===== config.mk =====
export PLATFORM = sky130hd
export DESIGN_NAME = base64_text_decoder
export DESIGN_NICKNAME = d
export VERILOG_FILES = /design/src/hdl/b64d_pkg.sv /design/src/hdl/b64d_quartet.sv /design/src/hdl/b64d_burst_out.sv /design/src/hdl/base64_text_decoder.sv
export SDC_FILE = /design/constraint.sdc
export NUM_CORES = 1
export LEC_CHECK = 0
export BUFFER_PORTS_ARGS = -buffer_cell sky130_fd_sc_hd__buf_2
export CAP_MARGIN = 20
export CORE_AREA = 3 3 116 62
export CTS_CLUSTER_DIAMETER = 80
export CTS_CLUSTER_SIZE = 14
export DETAILED_ROUTE_END_ITERATION = 10
export DIE_AREA = 0 0 119 65
export GPL_TIMING_DRIVEN = 0
export PLACE_DENSITY_LB_ADDON = 0.05
export SYNTH_ARGS = -nofsm -noshare
export SYNTH_HDL_FRONTEND = slang
export SYNTH_HIERARCHICAL = 1
export SYNTH_SLANG_ARGS = --single-unit
export TNS_END_PERCENT = 50

===== constraint.sdc =====
create_clock -name aclk -period 4.5 [get_ports aclk]
set_clock_uncertainty 0.05 [all_clocks]
set_input_delay 0.45 -clock aclk [delete_from_list [all_inputs] [get_ports aclk]]
set_output_delay 0.45 -clock aclk [all_outputs]
set_load 0.01 [all_outputs]

===== src/hdl/b64d_pkg.sv =====
// ----------------------------------------------------------------------------
// b64d_pkg
// shared types, character constants and the alphabet lookup of the base64
// text decoder
// ----------------------------------------------------------------------------
`default_nettype none

package b64d_pkg;

    localparam logic [7:0] CHAR_LF    = 8'h0a;
    localparam logic [7:0] CHAR_CR    = 8'h0d;
    localparam logic [7:0] CHAR_SPACE = 8'h20;
    localparam logic [7:0] CHAR_PAD   = 8'h3d;
    localparam logic [7:0] CHAR_PLUS  = 8'h2b;
    localparam logic [7:0] CHAR_SLASH = 8'h2f;

    localparam int unsigned BURST_MAX = 3;

    // alphabet lookup result
    typedef struct packed {
        logic       ok;
        logic [5:0] val;
    } sextet_t;

    // up to three results caused by one character
    typedef struct packed {
        logic [1:0]                 count;     // 0 means no result
        logic                       has_data;  // 0 for a bare end marker
        logic                       eot;
        logic [BURST_MAX-1:0][7:0]  bytes;     // bytes[0] goes out first
    } burst_t;

    function automatic sextet_t map_char(input logic [7:0] ch);
        sextet_t    res;
        logic [7:0] diff;
        res  = '{ok: 1'b0, val: 6'd0};
        diff = 8'd0;
        case (ch) inside
            [8'h41:8'h5a]: begin
                diff = ch - 8'h41;
                res  = '{ok: 1'b1, val: diff[5:0]};
            end
            [8'h61:8'h7a]: begin
                diff = ch - 8'h61 + 8'd26;
                res  = '{ok: 1'b1, val: diff[5:0]};
            end
            [8'h30:8'h39]: begin
                diff = ch - 8'h30 + 8'd52;
                res  = '{ok: 1'b1, val: diff[5:0]};
            end
            CHAR_PLUS:  res = '{ok: 1'b1, val: 6'd62};
            CHAR_SLASH: res = '{ok: 1'b1, val: 6'd63};
            default:    res = '{ok: 1'b0, val: 6'd0};
        endcase
        return res;
    endfunction

endpackage

`default_nettype wire


===== src/hdl/b64d_quartet.sv =====
// ----------------------------------------------------------------------------
// b64d_quartet
// quartet state and per-character decode into a burst of results
// ----------------------------------------------------------------------------
`default_nettype none

module b64d_quartet (
    input  wire logic              aclk,
    input  wire logic              aresetn,
    input  wire logic              step,
    input  wire logic [7:0]        char_code,
    input  wire logic              end_of_text,
    output b64d_pkg::burst_t       burst
);

    logic [17:0] store_reg, store_next;
    logic [1:0]  held_reg,  held_next;
    logic [1:0]  pads_reg,  pads_next;

    b64d_pkg::sextet_t sx;
    logic [23:0]       full;

    assign sx   = b64d_pkg::map_char(char_code);
    assign full = {store_reg, sx.val};

    always_comb begin
        store_next     = store_reg;
        held_next      = held_reg;
        pads_next      = pads_reg;
        burst.count    = 2'd0;
        burst.has_data = 1'b1;
        burst.eot      = end_of_text;
        burst.bytes    = '0;

        if (char_code == b64d_pkg::CHAR_LF || char_code == b64d_pkg::CHAR_CR ||
            char_code == b64d_pkg::CHAR_SPACE) begin
            // skipped
        end else if (char_code == b64d_pkg::CHAR_PAD) begin
            if (pads_reg != 2'd3) begin
                pads_next = pads_reg + 2'd1;
            end
            if (held_reg == 2'd2) begin
                burst.count    = 2'd1;
                burst.bytes[0] = store_reg[11:4];
                store_next     = '0;
                held_next      = 2'd0;
            end else if (held_reg == 2'd3) begin
                burst.count    = 2'd2;
                burst.bytes[0] = store_reg[17:10];
                burst.bytes[1] = store_reg[9:2];
                store_next     = '0;
                held_next      = 2'd0;
            end
        end else if (!sx.ok) begin
            store_next = '0;
            held_next  = 2'd0;
        end else begin
            pads_next = 2'd0;
            if (held_reg == 2'd3) begin
                burst.count    = 2'd3;
                burst.bytes[0] = full[23:16];
                burst.bytes[1] = full[15:8];
                burst.bytes[2] = full[7:0];
                store_next     = '0;
                held_next      = 2'd0;
            end else begin
                store_next = {store_reg[11:0], sx.val};
                held_next  = held_reg + 2'd1;
            end
        end

        if (end_of_text) begin
            store_next = '0;
            held_next  = 2'd0;
            pads_next  = 2'd0;
            if (burst.count == 2'd0) begin
                // bare end marker
                burst.count    = 2'd1;
                burst.has_data = 1'b0;
            end
        end
    end

    always_ff @(posedge aclk) begin
        if (!aresetn) begin
            store_reg <= '0;
            held_reg  <= 2'd0;
            pads_reg  <= 2'd0;
        end else if (step) begin
            store_reg <= store_next;
            held_reg  <= held_next;
            pads_reg  <= pads_next;
        end
    end

endmodule

`default_nettype wire


===== src/hdl/b64d_burst_out.sv =====
// ----------------------------------------------------------------------------
// b64d_burst_out
// result register that plays out one burst a request at a time
// ----------------------------------------------------------------------------
`default_nettype none

module b64d_burst_out (
    input  wire logic              aclk,
    input  wire logic              aresetn,
    input  wire logic              load,
    input  wire b64d_pkg::burst_t  burst,
    output logic                   free,
    output logic [7:0]             m_data_byte,
    output logic                   m_byte_valid,
    output logic                   m_last_in_run,
    output logic                   m_text_done,
    output logic                   m_valid,
    input  wire logic              m_ready
);

    logic                                 valid_reg;
    logic [1:0]                           left_reg;
    logic                                 has_data_reg;
    logic                                 eot_reg;
    logic [b64d_pkg::BURST_MAX-1:0][7:0]  bytes_reg;
    logic                                 last;
    logic                                 take;

    assign last = (left_reg == 2'd1);
    assign take = valid_reg && m_ready;
    assign free = !valid_reg || (m_ready && last);

    assign m_valid       = valid_reg;
    assign m_data_byte   = bytes_reg[0];
    assign m_byte_valid  = has_data_reg;
    assign m_last_in_run = last;
    assign m_text_done   = last && eot_reg;

    always_ff @(posedge aclk) begin
        if (!aresetn) begin
            valid_reg <= 1'b0;
            left_reg  <= 2'd0;
        end else if (load) begin
            valid_reg <= 1'b1;
            left_reg  <= burst.count;
        end else if (take) begin
            valid_reg <= !last;
            left_reg  <= left_reg - 2'd1;
        end
    end

    always_ff @(posedge aclk) begin
        if (load) begin
            has_data_reg <= burst.has_data;
            eot_reg      <= burst.eot;
            bytes_reg    <= burst.bytes;
        end else if (take) begin
            bytes_reg <= {8'd0, bytes_reg[b64d_pkg::BURST_MAX-1:1]};
        end
    end

endmodule

`default_nettype wire


===== src/hdl/base64_text_decoder.sv =====
// ----------------------------------------------------------------------------
// base64_text_decoder
// streaming base64 decoder, one text character per request in
// ----------------------------------------------------------------------------
// One character is taken per cycle while the input is not stalled. A
// character passes an input register, is decoded against the held quartet
// in a single pass, and its results (up to three bytes, or a bare end
// marker on a flagged character that releases nothing) are loaded into a
// result register that plays them out one request per cycle while
// m_ready is high. Whitespace, invalid characters and early pads give
// nothing. The input rate is one character per cycle as long as each burst
// leaves the result register before the next burst is ready; a full
// quartet's three bytes are played out one at a time, so the sustained
// rate is set by the result port.
`default_nettype none

module base64_text_decoder (
    input  wire logic        aclk,
    input  wire logic        aresetn,
    // character input
    input  wire logic [7:0]  s_char_code,
    input  wire logic        s_end_of_text,
    input  wire logic        s_valid,
    output logic             s_ready,
    // decoded byte output
    output logic [7:0]       m_data_byte,
    output logic             m_byte_valid,
    output logic             m_last_in_run,
    output logic             m_text_done,
    output logic             m_valid,
    input  wire logic        m_ready
);

    // input register
    logic       in_valid_reg;
    logic [7:0] in_char_reg;
    logic       in_eot_reg;

    b64d_pkg::burst_t burst;
    logic             out_free;
    logic             advance;

    // the held character moves on when it gives nothing or the result
    // register can take its burst this cycle
    assign advance = in_valid_reg && (burst.count == 2'd0 || out_free);
    assign s_ready = !in_valid_reg || advance;

    always_ff @(posedge aclk) begin
        if (!aresetn) begin
            in_valid_reg <= 1'b0;
        end else if (s_ready) begin
            in_valid_reg <= s_valid;
        end
    end

    always_ff @(posedge aclk) begin
        if (s_ready && s_valid) begin
            in_char_reg <= s_char_code;
            in_eot_reg  <= s_end_of_text;
        end
    end

    // quartet gathering and decode
    b64d_quartet u_quartet (
        .aclk        (aclk),
        .aresetn     (aresetn),
        .step        (advance),
        .char_code   (in_char_reg),
        .end_of_text (in_eot_reg),
        .burst       (burst)
    );

    // result register and play-out
    b64d_burst_out u_burst_out (
        .aclk          (aclk),
        .aresetn       (aresetn),
        .load          (advance && burst.count != 2'd0),
        .burst         (burst),
        .free          (out_free),
        .m_data_byte   (m_data_byte),
        .m_byte_valid  (m_byte_valid),
        .m_last_in_run (m_last_in_run),
        .m_text_done   (m_text_done),
        .m_valid       (m_valid),
        .m_ready       (m_ready)
    );

endmodule

`default_nettype wire


==> run_results.csv <==
group,metric,value,unit
grt,grtUsageMet1,0.2722,
timing,tightestPinTransition,713.8,ps
logic_synthesis,synthCells,340,
logic_synthesis,cell_variety_after_synth,65,
floorplan,design.die.area,0.007735,sq mm
grt,grt_start_max_net_pins,25,
place,gp_routability_congestion,0.8638,
cts,cts_max_level,3,
floorplan,die_h,65,um
place,placed_cells,453,
drt,drcViolationCount,0,
logic_synthesis,ys_seq_area_frac,0.4467,
logic_synthesis,synth_top_cell_by_area,"sky130_fd_sc_hd__edfxtp_1",
cts,root_buffer,"sky130_fd_sc_hd__clkbuf_16",
power_and_ir_drop,vdd_ir_drop_max,253.4,uV
layout,drive_above_1_share,0.2441,
drt,detailroute.via_count,2701,
cts,clock_sinks,59,
worst_setup_path,setup.worst_path.class,"reg -> reg",
logic_synthesis,yosys-top-cells-count,"sky130_fd_sc_hd__nand2_1, sky130_fd_sc_hd__edfxtp_1, sky130_fd_sc_hd__nand3_1",
timing,rsz0062_at_grt,"false",
worst_setup_path,arrival,4060,ps
logic_synthesis,mapped_nets,367,
layout,flow.area_growth_from_synthesis,17.12,%
run,maxCapViolations,0,
layout,multi_input_comb_area,0.001697,sq mm
floorplan,die_w,119,um
timing,timing.setup.tns,0,ps
worst_setup_path,timing.critical_path.from_type,"flop",
place,dpl.hpwl,5482,um
logic_synthesis,postSynth.topFlopCell,"sky130_fd_sc_hd__edfxtp_1",
cts,cts-buffers-inserted,9,
timing,final.setup.worst_slack,348.9,ps
drt,routed_wl,7483,um
layout,n_fill_cell,522,
grt,grtUsageMet3,0.06103,
drt,drt.antenna.violating_nets,0,
cts,post-cts-setup-buffer-count,0,
grt,global_route_wire_length_before_repair,12610,um
timing,max_freq,0.2409,GHz
power_and_ir_drop,power_leakage,0.001466,uW
logic_synthesis,yosys.area.top_type_share,0.3066,
cts,clk-insertion-delay-late,330,ps
logic_synthesis,synth_top_cells_by_area,"sky130_fd_sc_hd__edfxtp_1, sky130_fd_sc_hd__dfxtp_1, sky130_fd_sc_hd__mux2_2",
timing,finalCriticalPeriod,4151,ps
logic_synthesis,syn_avg_cell_area,10.08,sq um
timing,relative_slew_margins,0.5231,
floorplan,placementRows,20,
power_and_ir_drop,power_density,382.0,mW/mm^2
place,portBuffers,25,
floorplan,initial_utilization,0.5592,
drt,via_per_instance_ratio,5.759,
drt,route.detailed.wl_per_inst,15.96,um
floorplan,floorplan.core_area,0.006131,sq mm
grt,antenna_found_initial,0,
timing,final_hold_violating_endpoints,0,
grt,use_met2,0.3401,
min_path,hold_class,"in -> reg",
grt,grt_pass1_vias,2578,
run_status,run_status,"finished, final reports clean",
layout,antennaDiodeCount,0,
worst_setup_path,timing.critical_path.required,4410,ps
logic_synthesis,number_of_enable_flip_flop_cells_after_synthesis,35,
timing,setup_violations_final,0,
logic_synthesis,yosys.cell_count.top_type,"sky130_fd_sc_hd__nand2_1",
layout,nets,403,
logic_synthesis,yosys_warnings,6,
worst_setup_path,crit_fanout,24,
layout,final_util,0.6549,
timing,final_min_period_over_clock_period,0.9225,
drt,initialDrtViolationCount,303,
floorplan,top_level_ports,26,
cts,clk_transition_reported_paths,50,ps
grt,gr-max-usage-layer,"met2",
power_and_ir_drop,total_power,1534,uW
worst_setup_path,crit_path_end_kind,"flop",
cts,ctsLongestPathBuffers,2,
cts,clock_tree_from_tritoncts,"built",
grt,grt.overflow.total,0,
place,pre_cts_slack,65.89,ps
logic_synthesis,asyncSetResetFlopFracSynth,0,
layout,number_of_flip_flops_in_the_largest_register,18,
grt,gr-usage-all-layers,0.2092,
logic_synthesis,ys_ff_latch,59,
drt,first_pass_iters,7,
layout,finalNonFillerCells,469,
timing,maxSlewViolCount,0,
layout,ff_latch_area,0.001531,sq mm
logic_synthesis,syn-cell-area,0.003428,sq mm
power breakdown:
part           internal [uW]  total (uW)  switching [uW]
clock network            544         796             252
logic                   53.9         132            77.9
registers                595         606            11.9
total                   1190        1530             341
worst paths after layout:
path | startpoint | end | slack, ps | cells past startpoint
hold reg to reg | u_quartet/store_reg[17] | u_quartet/store_reg[17] | 420 | 2
setup / recovery | in_char_reg[2] | u_burst_out/bytes_reg[14] | 350 | 12
setup reg to reg | in_char_reg[2] | u_burst_out/bytes_reg[14] | 350 | 12
hold / removal | s_char_code[4] | in_char_reg[4] | 240 | 1
stage by stage:
step	hold WS, ps	area [sq um]
floorplan	377.3	3428
global placement	392.8	3664
detailed placement	411.0	3664
CTS	236.8	4013
global route	232.7	4015
finish	244.8	4015
what timing repair did:
action / 4_1_cts / 5_1_grt
endpoints found under the setup margin: 0 / 24
gates resized for setup: 0 / 1
hold buffers: 0 / 0
hold endpoints to repair: 0 / 0
layer usage:
metal | vias to the layer above | wire [um]
met5 | - | 0
met4 | 0 | 63
met3 | 7 | 449
met2 | 87 | 3454
met1 | 1288 | 3516
li1 | 1319 | -
area by class of cell:
type	count	share of cell area
multi-input cells	243	0.4226
flip-flops and latches	59	0.3814
clock buffers	9	0.05609
plain buffers	22	0.03553
repair buffers	25	0.03116
clock inverters	7	0.03085
well taps	88	0.02742
inverters	16	0.01496
critical path, cell delays in order, from the launching register on:
cell and delay [ps]:
sky130_fd_sc_hd__edfxtp_1 500, sky130_fd_sc_hd__inv_1 200, sky130_fd_sc_hd__ha_1 310, sky130_fd_sc_hd__o211ai_1 420, sky130_fd_sc_hd__a21boi_1 580, sky130_fd_sc_hd__a31o_2 290
sky130_fd_sc_hd__o21ai_0 70, sky130_fd_sc_hd__o21ai_0 210, sky130_fd_sc_hd__o21ai_2 110, sky130_fd_sc_hd__nor2_1 340, sky130_fd_sc_hd__buf_6 210, sky130_fd_sc_hd__inv_1 80
sky130_fd_sc_hd__nand2_2 410
cells by family (layout without fill, tap and decap cells):
kind of cell / count (synthesis) / in the layout / share of synthesized area
fa+ha+maj: 14 / 14 / 0.05110
simple gates: 123 / 123 / 0.1887
buf+inv: 38 / 79 / 0.05912
mux: 17 / 17 / 0.05547
flops: 59 / 59 / 0.4467
compound gates: 89 / 89 / 0.1989
layout by cell type (no fill, tap or decap), types with 3 or more instances in the layout:
cell type                   Yosys  routed
sky130_fd_sc_hd__nor2_1        14      14
sky130_fd_sc_hd__o31ai_1        8       8
sky130_fd_sc_hd__mux2_2        16      16
sky130_fd_sc_hd__nand3_1       26      26
sky130_fd_sc_hd__edfxtp_1      35      35
sky130_fd_sc_hd__clkbuf_1       4       4
sky130_fd_sc_hd__bufinv_16      0       3
sky130_fd_sc_hd__nor2b_1        4       4
sky130_fd_sc_hd__o21a_1         5       5
sky130_fd_sc_hd__o21ai_0       16      16
sky130_fd_sc_hd__and2_1        18      18
sky130_fd_sc_hd__dfxtp_1       24      24
sky130_fd_sc_hd__o211ai_1       4       4
sky130_fd_sc_hd__and3_1         4       4
sky130_fd_sc_hd__buf_2          3      28
sky130_fd_sc_hd__ha_1          14      14
sky130_fd_sc_hd__inv_1         16      16
sky130_fd_sc_hd__a21boi_0      15      15
sky130_fd_sc_hd__buf_4         11      11
sky130_fd_sc_hd__nand2b_1       3       3
sky130_fd_sc_hd__a21oi_1       10      10
sky130_fd_sc_hd__nand2_1       36      35
sky130_fd_sc_hd__clkbuf_16      0       9
Note: power is estimated with default switching activity, not from simulation.
